## src/rtl/frgf_pkg.sv

```systemverilog
// ----------------------------------------------------------------------------
// frgf_pkg
// Shared types and constants for the font ROM glyph fetcher.
// ----------------------------------------------------------------------------
`default_nettype none

package frgf_pkg;

  typedef enum logic {
    CMD_REQUEST = 1'b0,
    CMD_TICK    = 1'b1
  } cmd_t;

  localparam int unsigned BURST_LEN = 16;

  localparam logic [5:0]  WIDE_BYTES   = 6'd32;
  localparam logic [5:0]  NARROW_BYTES = 6'd16;
  localparam logic [5:0]  SPACE_BYTES  = 6'd0;

  localparam logic [7:0]  ROM_READ_CMD = 8'h03;

  localparam logic [15:0] SPACE_FW  = 16'hA3A0;
  localparam logic [15:0] SPACE_NUL = 16'h0000;

  localparam logic [7:0]  HANZI_HI_MIN = 8'hB0;
  localparam logic [7:0]  HANZI_HI_MAX = 8'hF7;
  localparam logic [7:0]  SYM_HI_MIN   = 8'hA1;
  localparam logic [7:0]  SYM_HI_MAX   = 8'hA3;
  localparam logic [7:0]  GB_LO_MIN    = 8'hA1;
  localparam logic [13:0] GB_ROW_LEN   = 14'd94;
  localparam logic [13:0] HANZI_BASE   = 14'd846;

  localparam logic [15:0] FW_MIN     = 16'hA3A1;
  localparam logic [15:0] FW_MAX     = 16'hA3FE;
  localparam logic [23:0] FW_BASE    = 24'h03B7D0;
  localparam logic [15:0] ASCII_MIN  = 16'h0020;
  localparam logic [15:0] ASCII_MAX  = 16'h007E;
  localparam logic [23:0] ASCII_BASE = 24'h03B7C0;

  typedef struct packed {
    logic       chip_select_n;
    logic       mosi;
    logic [7:0] glyph_byte;
    logic       byte_valid;
    logic       last_byte;
    logic [5:0] glyph_len;
    logic       busy_res;
  } res_t;

  function automatic logic [7:0] tri_byte(input logic [3:0] idx);
    logic [7:0] b;
    case (idx)
      4'd2:    b = 8'h80;
      4'd3:    b = 8'hC0;
      4'd4:    b = 8'h80;
      4'd8:    b = 8'h02;
      4'd9:    b = 8'h03;
      4'd10:   b = 8'h03;
      4'd11:   b = 8'h03;
      4'd12:   b = 8'h03;
      4'd13:   b = 8'h03;
      4'd14:   b = 8'h02;
      default: b = 8'h00;
    endcase
    return b;
  endfunction

endpackage

`default_nettype wire

```

## src/rtl/frgf_if.sv

```systemverilog
// ----------------------------------------------------------------------------
// frgf_if
// Valid/ready channels of the glyph fetcher: requests, results, config.
// ----------------------------------------------------------------------------
`default_nettype none

interface frgf_req_if;
  logic        valid;
  logic        ready;
  logic        cmd;
  logic [15:0] char_code;
  logic        wide_glyph;
  logic        miso;

  modport source (output valid, cmd, char_code, wide_glyph, miso, input ready);
  modport sink   (input valid, cmd, char_code, wide_glyph, miso, output ready);
endinterface

interface frgf_res_if;
  logic       valid;
  logic       ready;
  logic       chip_select_n;
  logic       mosi;
  logic [7:0] glyph_byte;
  logic       byte_valid;
  logic       last_byte;
  logic [5:0] glyph_len;
  logic       busy_res;

  modport source (output valid, chip_select_n, mosi, glyph_byte, byte_valid,
                  last_byte, glyph_len, busy_res, input ready);
  modport sink   (input valid, chip_select_n, mosi, glyph_byte, byte_valid,
                  last_byte, glyph_len, busy_res, output ready);
  modport mon    (input valid, ready, chip_select_n, mosi, glyph_byte, byte_valid,
                  last_byte, glyph_len, busy_res);
endinterface

interface frgf_cfg_if;
  logic        valid;
  logic        ready;
  logic [15:0] data;

  modport source (output valid, data, input ready);
  modport sink   (input valid, data, output ready);
endinterface

`default_nettype wire

```

## src/rtl/font_rom_glyph_fetch_spi.sv

```systemverilog
// ----------------------------------------------------------------------------
// font_rom_glyph_fetch_spi
// Glyph fetcher: maps a GB2312/ASCII code to a font ROM address and reads
// the glyph over a bit-serial SPI port, one bit per tick item.
// ----------------------------------------------------------------------------
// Each tick item, and each request taken while no read runs, puts its result
// in a single output register: one item per clock while the result side keeps
// up and no burst runs. A space or triangle request yields 16 results from it,
// one per clock as res.ready allows; req.ready is low until the last is loaded.
// A ROM read is 1 request plus 32 send ticks plus 8 ticks per glyph byte.
// Requests during a read are taken and dropped. cfg is always ready.
// ----------------------------------------------------------------------------
`default_nettype none

module font_rom_glyph_fetch_spi (
  input wire logic clk,
  input wire logic rst,
  frgf_req_if.sink   req,
  frgf_cfg_if.sink   cfg,
  frgf_res_if.source res
);
  import frgf_pkg::*;

  typedef enum logic [1:0] {
    PH_IDLE,
    PH_SEND,
    PH_RECV
  } phase_t;

  phase_t      phase, phase_next;
  logic [4:0]  bit_count, bit_count_next;
  logic [31:0] out_shift, out_shift_next;
  logic [7:0]  in_shift, in_shift_next;
  logic [5:0]  bytes_left, bytes_left_next;
  logic [5:0]  current_len, current_len_next;
  logic [15:0] triangle_code;

  logic        burst_active, burst_active_next;
  logic        burst_tri, burst_tri_next;
  logic [3:0]  burst_idx, burst_idx_next;

  logic        out_valid;
  res_t        res_q, res_d;
  logic        load;
  logic        out_free;
  logic        in_acc;
  logic [23:0] rom_addr;
  logic [7:0]  rx_byte;
  logic [5:0]  left_dec;

  frgf_addr_map u_addr_map (
    .char_code  (req.char_code),
    .wide_glyph (req.wide_glyph),
    .rom_addr   (rom_addr)
  );

  assign out_free  = !out_valid || res.ready;
  assign req.ready = out_free && !burst_active;
  assign in_acc    = req.valid && req.ready;
  assign cfg.ready = 1'b1;
  assign rx_byte   = {in_shift[6:0], req.miso};
  assign left_dec  = (bytes_left != 6'd0) ? bytes_left - 6'd1 : 6'd0;

  always_comb begin
    phase_next        = phase;
    bit_count_next    = bit_count;
    out_shift_next    = out_shift;
    in_shift_next     = in_shift;
    bytes_left_next   = bytes_left;
    current_len_next  = current_len;
    burst_active_next = burst_active;
    burst_tri_next    = burst_tri;
    burst_idx_next    = burst_idx;
    load              = 1'b0;
    res_d             = '0;
    res_d.chip_select_n = 1'b1;

    if (burst_active && out_free) begin
      load             = 1'b1;
      res_d.glyph_byte = burst_tri ? tri_byte(burst_idx) : 8'h00;
      res_d.byte_valid = 1'b1;
      res_d.last_byte  = (burst_idx == 4'(BURST_LEN - 1));
      res_d.glyph_len  = current_len;
      burst_idx_next   = burst_idx + 4'd1;
      if (burst_idx == 4'(BURST_LEN - 1)) begin
        burst_active_next = 1'b0;
      end
    end else if (in_acc) begin
      if (req.cmd == CMD_REQUEST) begin
        if (phase == PH_IDLE) begin
          load = 1'b1;
          if (req.char_code == SPACE_FW || req.char_code == SPACE_NUL ||
              req.char_code == triangle_code) begin
            burst_tri_next    = !(req.char_code == SPACE_FW ||
                                  req.char_code == SPACE_NUL);
            current_len_next  = burst_tri_next ? NARROW_BYTES : SPACE_BYTES;
            burst_active_next = 1'b1;
            burst_idx_next    = 4'd1;
            res_d.glyph_byte  = burst_tri_next ? tri_byte(4'd0) : 8'h00;
            res_d.byte_valid  = 1'b1;
          end else begin
            current_len_next    = req.wide_glyph ? WIDE_BYTES : NARROW_BYTES;
            out_shift_next      = {ROM_READ_CMD, rom_addr};
            in_shift_next       = 8'h00;
            bit_count_next      = 5'd0;
            bytes_left_next     = current_len_next;
            phase_next          = PH_SEND;
            res_d.chip_select_n = 1'b0;
            res_d.busy_res      = 1'b1;
          end
          res_d.glyph_len = current_len_next;
        end
      end else begin
        load            = 1'b1;
        res_d.glyph_len = current_len;
        case (phase)
          PH_SEND: begin
            res_d.chip_select_n = 1'b0;
            res_d.busy_res      = 1'b1;
            res_d.mosi          = out_shift[31];
            out_shift_next      = {out_shift[30:0], 1'b0};
            bit_count_next      = bit_count + 5'd1;
            if (bit_count == 5'd31) begin
              phase_next = PH_RECV;
            end
          end
          PH_RECV: begin
            res_d.chip_select_n = 1'b0;
            res_d.busy_res      = 1'b1;
            in_shift_next       = rx_byte;
            bit_count_next      = bit_count + 5'd1;
            if (bit_count[2:0] == 3'd7) begin
              bit_count_next   = 5'd0;
              bytes_left_next  = left_dec;
              res_d.glyph_byte = rx_byte;
              res_d.byte_valid = 1'b1;
              res_d.last_byte  = (left_dec == 6'd0);
              if (left_dec == 6'd0) begin
                phase_next = PH_IDLE;
              end
            end
          end
          default: begin
            phase_next = PH_IDLE;
          end
        endcase
      end
    end
  end

  always_ff @(posedge clk) begin
    if (rst) begin
      phase         <= PH_IDLE;
      bit_count     <= 5'd0;
      bytes_left    <= 6'd0;
      current_len   <= 6'd0;
      triangle_code <= 16'd0;
      burst_active  <= 1'b0;
      burst_tri     <= 1'b0;
      burst_idx     <= 4'd0;
      out_valid     <= 1'b0;
    end else begin
      phase        <= phase_next;
      bit_count    <= bit_count_next;
      bytes_left   <= bytes_left_next;
      current_len  <= current_len_next;
      burst_active <= burst_active_next;
      burst_tri    <= burst_tri_next;
      burst_idx    <= burst_idx_next;
      if (cfg.valid && cfg.ready) begin
        triangle_code <= cfg.data;
      end
      if (load) begin
        out_valid <= 1'b1;
      end else if (res.ready) begin
        out_valid <= 1'b0;
      end
    end
  end

  always_ff @(posedge clk) begin
    out_shift <= out_shift_next;
    in_shift  <= in_shift_next;
    if (load) begin
      res_q <= res_d;
    end
  end

  assign res.valid         = out_valid;
  assign res.chip_select_n = res_q.chip_select_n;
  assign res.mosi          = res_q.mosi;
  assign res.glyph_byte    = res_q.glyph_byte;
  assign res.byte_valid    = res_q.byte_valid;
  assign res.last_byte     = res_q.last_byte;
  assign res.glyph_len     = res_q.glyph_len;
  assign res.busy_res      = res_q.busy_res;

endmodule

`default_nettype wire

```

## src/rtl/frgf_addr_map.sv

```systemverilog
// ----------------------------------------------------------------------------
// frgf_addr_map
// Maps a character code to its 24-bit font ROM address.
// ----------------------------------------------------------------------------
`default_nettype none

module frgf_addr_map (
  input  wire logic [15:0] char_code,
  input  wire logic        wide_glyph,
  output logic      [23:0] rom_addr
);
  import frgf_pkg::*;

  logic [7:0]  hi;
  logic [7:0]  lo;
  logic [7:0]  hi_off;
  logic [7:0]  lo_off;
  logic [13:0] row_base;
  logic [13:0] glyph_idx;
  logic [15:0] nar_off;

  assign hi = char_code[15:8];
  assign lo = char_code[7:0];

  always_comb begin
    hi_off    = 8'd0;
    lo_off    = lo - GB_LO_MIN;
    row_base  = 14'd0;
    glyph_idx = 14'd0;
    nar_off   = 16'd0;
    rom_addr  = 24'd0;
    if (wide_glyph) begin
      if (hi inside {[HANZI_HI_MIN:HANZI_HI_MAX]} && lo >= GB_LO_MIN) begin
        hi_off    = hi - HANZI_HI_MIN;
        row_base  = 14'(hi_off[6:0]) * GB_ROW_LEN;
        glyph_idx = row_base + 14'(lo_off) + HANZI_BASE;
        rom_addr  = {5'd0, glyph_idx, 5'd0};
      end else if (hi inside {[SYM_HI_MIN:SYM_HI_MAX]} && lo >= GB_LO_MIN) begin
        hi_off    = hi - SYM_HI_MIN;
        row_base  = 14'(hi_off[1:0]) * GB_ROW_LEN;
        glyph_idx = row_base + 14'(lo_off);
        rom_addr  = {5'd0, glyph_idx, 5'd0};
      end
    end else begin
      if (char_code inside {[FW_MIN:FW_MAX]}) begin
        nar_off  = char_code - FW_MIN;
        rom_addr = FW_BASE + {13'd0, nar_off[6:0], 4'd0};
      end else if (char_code inside {[ASCII_MIN:ASCII_MAX]}) begin
        nar_off  = char_code - ASCII_MIN;
        rom_addr = ASCII_BASE + {13'd0, nar_off[6:0], 4'd0};
      end
    end
  end

endmodule

`default_nettype wire

```

## src/flat_wrapper.sv

```systemverilog
// flat-port wrapper written by rule: the top's interface ports become plain ports
module font_rom_glyph_fetch_spi_flat import frgf_pkg::*;
  (clk, rst, req_valid, req_cmd, req_char_code, req_wide_glyph, req_miso, req_ready, cfg_valid, cfg_data, cfg_ready, res_valid, res_chip_select_n, res_mosi, res_glyph_byte, res_byte_valid, res_last_byte, res_glyph_len, res_busy_res, res_ready);
  frgf_req_if req_i ();
  frgf_cfg_if cfg_i ();
  frgf_res_if res_i ();
  input wire logic clk;
  input wire logic rst;
  input wire logic [$bits(req_i.valid)-1:0] req_valid;
  input wire logic [$bits(req_i.cmd)-1:0] req_cmd;
  input wire logic [$bits(req_i.char_code)-1:0] req_char_code;
  input wire logic [$bits(req_i.wide_glyph)-1:0] req_wide_glyph;
  input wire logic [$bits(req_i.miso)-1:0] req_miso;
  output wire logic [$bits(req_i.ready)-1:0] req_ready;
  input wire logic [$bits(cfg_i.valid)-1:0] cfg_valid;
  input wire logic [$bits(cfg_i.data)-1:0] cfg_data;
  output wire logic [$bits(cfg_i.ready)-1:0] cfg_ready;
  output wire logic [$bits(res_i.valid)-1:0] res_valid;
  output wire logic [$bits(res_i.chip_select_n)-1:0] res_chip_select_n;
  output wire logic [$bits(res_i.mosi)-1:0] res_mosi;
  output wire logic [$bits(res_i.glyph_byte)-1:0] res_glyph_byte;
  output wire logic [$bits(res_i.byte_valid)-1:0] res_byte_valid;
  output wire logic [$bits(res_i.last_byte)-1:0] res_last_byte;
  output wire logic [$bits(res_i.glyph_len)-1:0] res_glyph_len;
  output wire logic [$bits(res_i.busy_res)-1:0] res_busy_res;
  input wire logic [$bits(res_i.ready)-1:0] res_ready;
  assign req_i.valid = req_valid;
  assign req_i.cmd = req_cmd;
  assign req_i.char_code = req_char_code;
  assign req_i.wide_glyph = req_wide_glyph;
  assign req_i.miso = req_miso;
  assign req_ready = req_i.ready;
  assign cfg_i.valid = cfg_valid;
  assign cfg_i.data = cfg_data;
  assign cfg_ready = cfg_i.ready;
  assign res_valid = res_i.valid;
  assign res_chip_select_n = res_i.chip_select_n;
  assign res_mosi = res_i.mosi;
  assign res_glyph_byte = res_i.glyph_byte;
  assign res_byte_valid = res_i.byte_valid;
  assign res_last_byte = res_i.last_byte;
  assign res_glyph_len = res_i.glyph_len;
  assign res_busy_res = res_i.busy_res;
  assign res_i.ready = res_ready;
  font_rom_glyph_fetch_spi u_core (.clk(clk), .rst(rst), .req(req_i), .cfg(cfg_i), .res(res_i));
endmodule
```

## config.mk

```make
export PLATFORM = sky130hd
export DESIGN_NAME = font_rom_glyph_fetch_spi_flat
export DESIGN_NICKNAME = d
export VERILOG_FILES = /design/src/rtl/frgf_pkg.sv /design/src/rtl/frgf_if.sv /design/src/rtl/font_rom_glyph_fetch_spi.sv /design/src/rtl/frgf_addr_map.sv /design/src/flat_wrapper.sv
export SDC_FILE = /design/constraint.sdc
export NUM_CORES = 1
export LEC_CHECK = 0
export BUFFER_PORTS_ARGS = -buffer_cell sky130_fd_sc_hd__buf_4
export CAP_MARGIN = 10
export CORE_ASPECT_RATIO = 1.25
export CORE_MARGIN = 5
export CORE_UTILIZATION = 55
export DETAILED_ROUTE_END_ITERATION = 12
export PLACE_DENSITY = 0.77
export SKIP_CTS_REPAIR_TIMING = 1
export SYNTH_ARGS = -nofsm -noshare
export SYNTH_HDL_FRONTEND = slang
export SYNTH_SLANG_ARGS = --single-unit
```

## constraint.sdc

```tcl
create_clock -name clk -period 8.25 [get_ports clk]
set_clock_uncertainty 0.2 [all_clocks]
set_input_delay 1.65 -clock clk [delete_from_list [all_inputs] [get_ports clk]]
set_output_delay 1.65 -clock clk [all_outputs]
set_load 0.03 [all_outputs]
```

* After elaboration in Yosys (flattened, before gate mapping)
Memory sizes are Yosys's and may differ from the RTL's. A register that Yosys moved wholly into a read port is not among the register bits.
Cells that the tools add are included.
** Word-level totals
- Memories kept :: 1
- Word-level logic and storage cells :: 170
- Input bits :: 40
- Flip-flop bits (word level) :: 100
- ROM bits :: 64
- Output and inout bits :: 22
** Memory list
- (no name shown) :: words 16, bits a word 4, rd ports 1, clocked after Yosys merged registers in 1, write ports 0, RTL line frgf_pkg.sv:52 : case (idx)
** Cells by class
- Muxes and demuxes :: 70
- Multiply operators :: 2
- Add/subtract/negate cells :: 13
- Reductions and logical operators :: 36
- Order comparisons :: 9
- Bitwise gates (word level) :: 4
- Equal/unequal tests :: 17
** Operator list (count)
- $mux 32 :: 4
- $mux 19 :: 3
- $mux 6 :: 8
- $mux 7 :: 6
- $add 18x11->19 const A :: 2
- $mux 4 :: 7
- $mux 5 :: 5
- $reduce_and 5->1 :: 5
- $ge 8x8->1 const B :: 3
- $mux 24 :: 1
- $sub 7x6->7 const B :: 3
- $mux 1 :: 20
- $mux 10 :: 2
- $mux 9 :: 2
- $mux 17 :: 1
- $eq 16x16->1 :: 1
- $eq 16x16->1 const B :: 1
- $ge 16x16->1 const B :: 1
- $ge 16x6->1 const B :: 1
- $le 16x16->1 const B :: 1
- $le 16x7->1 const B :: 1
- $le 8x8->1 const B :: 2
- $logic_not 16->1 :: 1
- $mux 16 :: 1
- 37 further kinds :: 69

* Logic depth before layout (Yosys ltp)
- Depth after elaboration :: 10
- Gate-level depth with buffers :: 20
- Depth with buffers taken out :: 19

* Hierarchy
A second synthesis with hierarchy kept.
** Unflattened totals
- Cell total of the unflattened synthesis :: 769
- Area, all modules :: 7394.6 sq um
** By module, submodules not included
- font_rom_glyph_fetch_spi :: times used 1, cells each 380, seq. area each 2462.4 sq um, area an instance 4456.8 sq um
- frgf_addr_map :: times used 1, cells each 389, seq. area each 0.0 sq um, area an instance 2937.8 sq um

* Worst setup path after synthesis
No wires, ideal clock.
- Path type :: input-to-reg
- From :: input port req_char_code[13]
- To :: register u_core.out_shift[16], data pin
- Setup time :: 0.130 ns
- Cell stages on the path :: 20
- Required time :: 7.920 ns
- Path buffers :: 1
- Slack :: 1.708 ns
- Data arrival time :: 6.213 ns
- Cells stage by stage :: clkbuf_1 -> inv_1 -> ha_1 -> xnor2_1 -> xnor2_1 -> fa_1 -> fa_1 -> inv_1 -> ha_1 -> inv_1 -> o21bai_1 -> xor2_1 -> inv_1 -> ha_1 -> or3_1 -> o211ai_1 -> and4b_1 -> or4_1 -> a21oi_1 -> o22a_1
** On the way
- Cells in the longest elaborated chain, start to end :: 9
- Elaborated cells between the ends (all ways) :: 21
- Those cells by class :: add/sub: 3; mul: 1; order compare: 6; mux: 7; reduce/logical: 4
** Ends and longest elaborated chain
- start: declaration :: RTL line flat_wrapper.sv:11 : input wire logic [$bits(req_i.char_code)-1:0] req_char_code;
- $sub 7x6->7 :: RTL line frgf_addr_map.sv:34 : hi_off = hi - HANZI_HI_MIN;
- $mul 7x6->13 :: RTL line frgf_addr_map.sv:35 : row_base = 14'(hi_off[6:0]) * GB_ROW_LEN;
- $add 14x8->14 :: RTL line frgf_addr_map.sv:36 : glyph_idx = row_base + 14'(lo_off) + HANZI_BASE;
- $add 14x10->14 :: RTL line frgf_addr_map.sv:36
- $mux 19 :: RTL line frgf_addr_map.sv:33 : if (hi inside {[HANZI_HI_MIN:HANZI_HI_MAX]} && lo >= GB_LO_MIN) begin
- $mux 24 (*) :: RTL line frgf_addr_map.sv:32 : if (wide_glyph) begin
- $mux 32 (*) :: RTL line font_rom_glyph_fetch_spi.sv:92 : if (req.char_code == SPACE_FW || req.char_code == SPACE_NUL ||
- $mux 32 (*) :: RTL line font_rom_glyph_fetch_spi.sv:90 : if (phase == PH_IDLE) begin
- $mux 32 (*) :: RTL line font_rom_glyph_fetch_spi.sv:89 : if (req.cmd == CMD_REQUEST) begin
- end signal: assignment :: RTL line font_rom_glyph_fetch_spi.sv:182 : out_shift <= out_shift_next;
- end: declaration :: RTL line font_rom_glyph_fetch_spi.sv:32 : logic [31:0] out_shift, out_shift_next;
Mark *: on every way between the ends. The rest lies on a longest branch, timed or not. The select of a mux whose other input is x is not followed.
A chain may end at the register's enable or synchronous reset.

* Final worst setup path
- From :: input port req_char_code[12]
- To :: register u_core.out_shift[16], data pin
Same word-level chain as after synthesis.

==> flow_summary.ini <==
[worst_hold_path]
hold_path.class = flop to flop

[critical_path]
cp_slowest_cell = fa_1
crit_buf_inv = 4
end_kind = flop
slowest_delay_ps = 540
critPathRequiredTime_ps = 8260
cp_top_family = adder cells
crit_path_cell_trace = buf_4 -> ha_1 -> xnor2_1 -> xnor2_1 -> fa_1 -> fa_1 -> inv_1 -> ha_1 -> inv_1 -> o21bai_1 -> xor2_1 -> inv_1 -> ha_1 -> or3_1 -> o211ai_1 -> and4b_1 -> or4_1 -> a21oi_1 -> o22a_1
cp-start-kind = input pin
crit_path_max_fanout = 7
crit_type = input pin to flop
arrival_ps = 6640

[clocking]
cts_num_sinks = 92
cts_tree = done
clockRootBuffer = clkbuf_16
path_clk_slew_ps = 70
clk_latency_ps = 340
cts_htree_levels = 3
cts_max_path_buffers = 2
cts_buffers = 9

[synthesis]
yosysSeqAreaShare_pct = 33.67
ys_seq_elements = 92
synth_compound_area_share_pct = 14.14
syn_inst = 744
synthXorXnorAreaFrac_pct = 6.924
synth_top_family_by_area = adder cells
synthSimpleGateAreaFrac_pct = 17.41
yosysWarnings = 0
ys_types = 73
netlist_area_mm2 = 0.006957
syn_avg_cell_area_um2 = 9.350
synth_fa_ha_area_share_pct = 17.88
ys.flop_type = edfxtp_1
synth_mux_area_share_pct = 3.777
synth-edff-count = 50
async_flop_share_pct = 0

[power]
p_leak_nw = 3.434
vdd_ir_drop_max_mv = 0.1842
powerDensity_mw_per_mm2 = 234.6

[floorplan]
num_rows = 46
start_util_pct = 55.44
die_x_um = 110.6
io_pins = 62
die_y_um = 135.7
core_mm2 = 0.01255
die-area_mm2 = 0.01501

[placement]
hpwl_mm = 11.88
place.gp.congestion = 0.9261
placed_cell_area_mm2 = 0.007463
pre_cts_slack_ps = 1294
io_buffers = 56

[sta]
relSlewSlack_pct = 34.31
post-route-period-util_pct = 80.30
tns_ps = 0
finalHoldViolCount = 0
worst_slack_ps = 1625
tightest_slew_ps = 977.8
min_period_ps = 6625
rsz0062_at_grt = no
slew_violations = 0
setup_viol = 0
fmax_ghz = 0.1509

[routing]
drt_iter0_markers = 345
drc = 0
firstDrtPassIters = 6
wl_mm = 15.10
wl_per_cell_um = 15.78
num_vias = 5430
ant_nets = 0
viasPerCell = 5.674

[layout]
nets = 915
layout_commonest_cell = ha_1
fill_cells = 1087
areaGrowthSynthToFinish_pct = 11.67
fin_area_mm2 = 0.007769
multi_input_area_mm2 = 0.004205
mostFrequentLayoutCells = ha_1, inv_1, buf_4, nor2_1, nand2_1
drive_gt1_share_pct = 11.03
antenna_cells = 0
post-route-util_pct = 61.92
layout.area.seq_mm2 = 0.002342

[outcome]
status = complete, no violations

[grt]
antenna_found_initial = 0
grt_pass1_wl_mm = 25.41
grt_start_max_net_pins = 56
grt_pass1_vias = 5504
grt.total_usage_pct = 20.35
gr-total-overflow = 0

[job]
drv_cap = 0
## layer usage
metal / part of all wire (%) / track usage [%] / vias to the layer above
met4: 3.2 / 8.693 / 0
li1: - / - / 2699
met2: 51 / 36.74 / 139
met5: 0 / 0 / -
met1: 42 / 23.76 / 2557
met3: 4.1 / 3.575 / 35
## power by group
part | total (W) | switching [W] | internal (W)
Sequential | 0.000518 | 0.00000928 | 0.000509
Combinational | 0.000880 | 0.000502 | 0.000379
Clock | 0.000424 | 0.000172 | 0.000253
Total | 0.00182 | 0.000683 | 0.00114
## layout make-up
class                           instances  area share, %
Clock buffer                           12          3.318
Clock inverter                          4         0.6120
Inverter                               72          3.479
Multi-Input combinational cell        551          54.13
Sequential cell                        92          30.15
Tap cell                              168          2.706
Timing Repair Buffer                   58          5.605
## cell families (layout without fill, tap and decap cells)
group	after synthesis	in the layout
adder cells (fa/ha/maj)	91	91
other	2	5
XOR/XNOR	55	55
flip-flops	92	92
buffers and inverters	104	146
AND/OR/NAND/NOR	235	235
AO/OA/AOI/OAI	139	139
multiplexers	26	26
## worst register-to-register path: stages (launching register included)
cell,delay (ps)
dfxtp_1,360
inv_1,90
ha_1,250
xnor2_1,160
a32oi_1,110
a2111oi_0,730
nand2_1,140
a311oi_1,500
a21oi_1,140
a211oi_1,230
## worst paths after layout
| path | slack, ps | cells after the start | endpoint | from |
|---|---|---|---|---|
| worst max register to register | 5250 | 9 | u_core.phase[1]$_SDFFE_PP0P_ | u_core.bytes_left[0]$_SDFFE_PP0P_ |
| worst min-delay path | 270 | 2 | u_core.current_len[4]$_SDFFE_PP0P_ | u_core.current_len[4]$_SDFFE_PP0P_ |
| worst max-delay path | 1630 | 19 | u_core.out_shift[16]$_DFFE_PP_ | req_char_code[12] |
| worst min register to register | 270 | 2 | u_core.current_len[4]$_SDFFE_PP0P_ | u_core.current_len[4]$_SDFFE_PP0P_ |
## registers in the layout, summed over array words and instances, names as in the netlist, named ones only
name / flops
u_core.res.chip_select_n: 1
u_core.burst_idx: 4
u_core.res.last_byte: 1
u_core.current_len: 2
u_core.res.glyph_byte: 8
u_core.res.busy_res: 1
u_core.burst_tri: 1
u_core.burst_active: 1
u_core.bit_count: 5
u_core.out_shift: 28
u_core.res.byte_valid: 1
u_core.res.glyph_len: 2
u_core.in_shift: 7
u_core.res.mosi: 1
u_core.phase: 2
u_core.triangle_code: 16
u_core.bytes_left: 6
u_core.res.valid: 1
## cell usage after synthesis (all sizes together) (6+ instances only)
cell type	n	share of area, %
ha	77	14
inv	71	3.8
nor2	54	2.9
nand2	51	2.8
edfxtp	50	22
dfxtp	42	12
a21oi	32	2.5
xor2	32	4.0
and2	25	2.2
mux2i	24	3.5
xnor2	23	2.9
o21ai	22	1.7
nand3	20	1.4
clkbuf	19	1.0
nor3	16	1.2
fa	14	4.0
buf	13	1.2
a21o	9	0.97
nand2b	9	0.81
o211ai	9	0.97
or2	9	0.81
or3	9	0.88
nor2b	7	0.63
a31oi	6	0.54
a32o	6	0.86
nand4	6	0.54
o2111ai	6	0.76
or4	6	0.70
## per-stage QoR
step / power (W) / std cells / hold WS, ps
after floorplan: 0.001225 / 747 / 236.6
after global placement: 0.001374 / 941 / 243.2
after detailed placement: 0.001402 / 941 / 254.6
after CTS: 0.001831 / 957 / 263.1
after global routing: 0.001973 / 957 / 296.3
final: 0.001823 / 957 / 269.0
(Power assumes the default switching activity.)
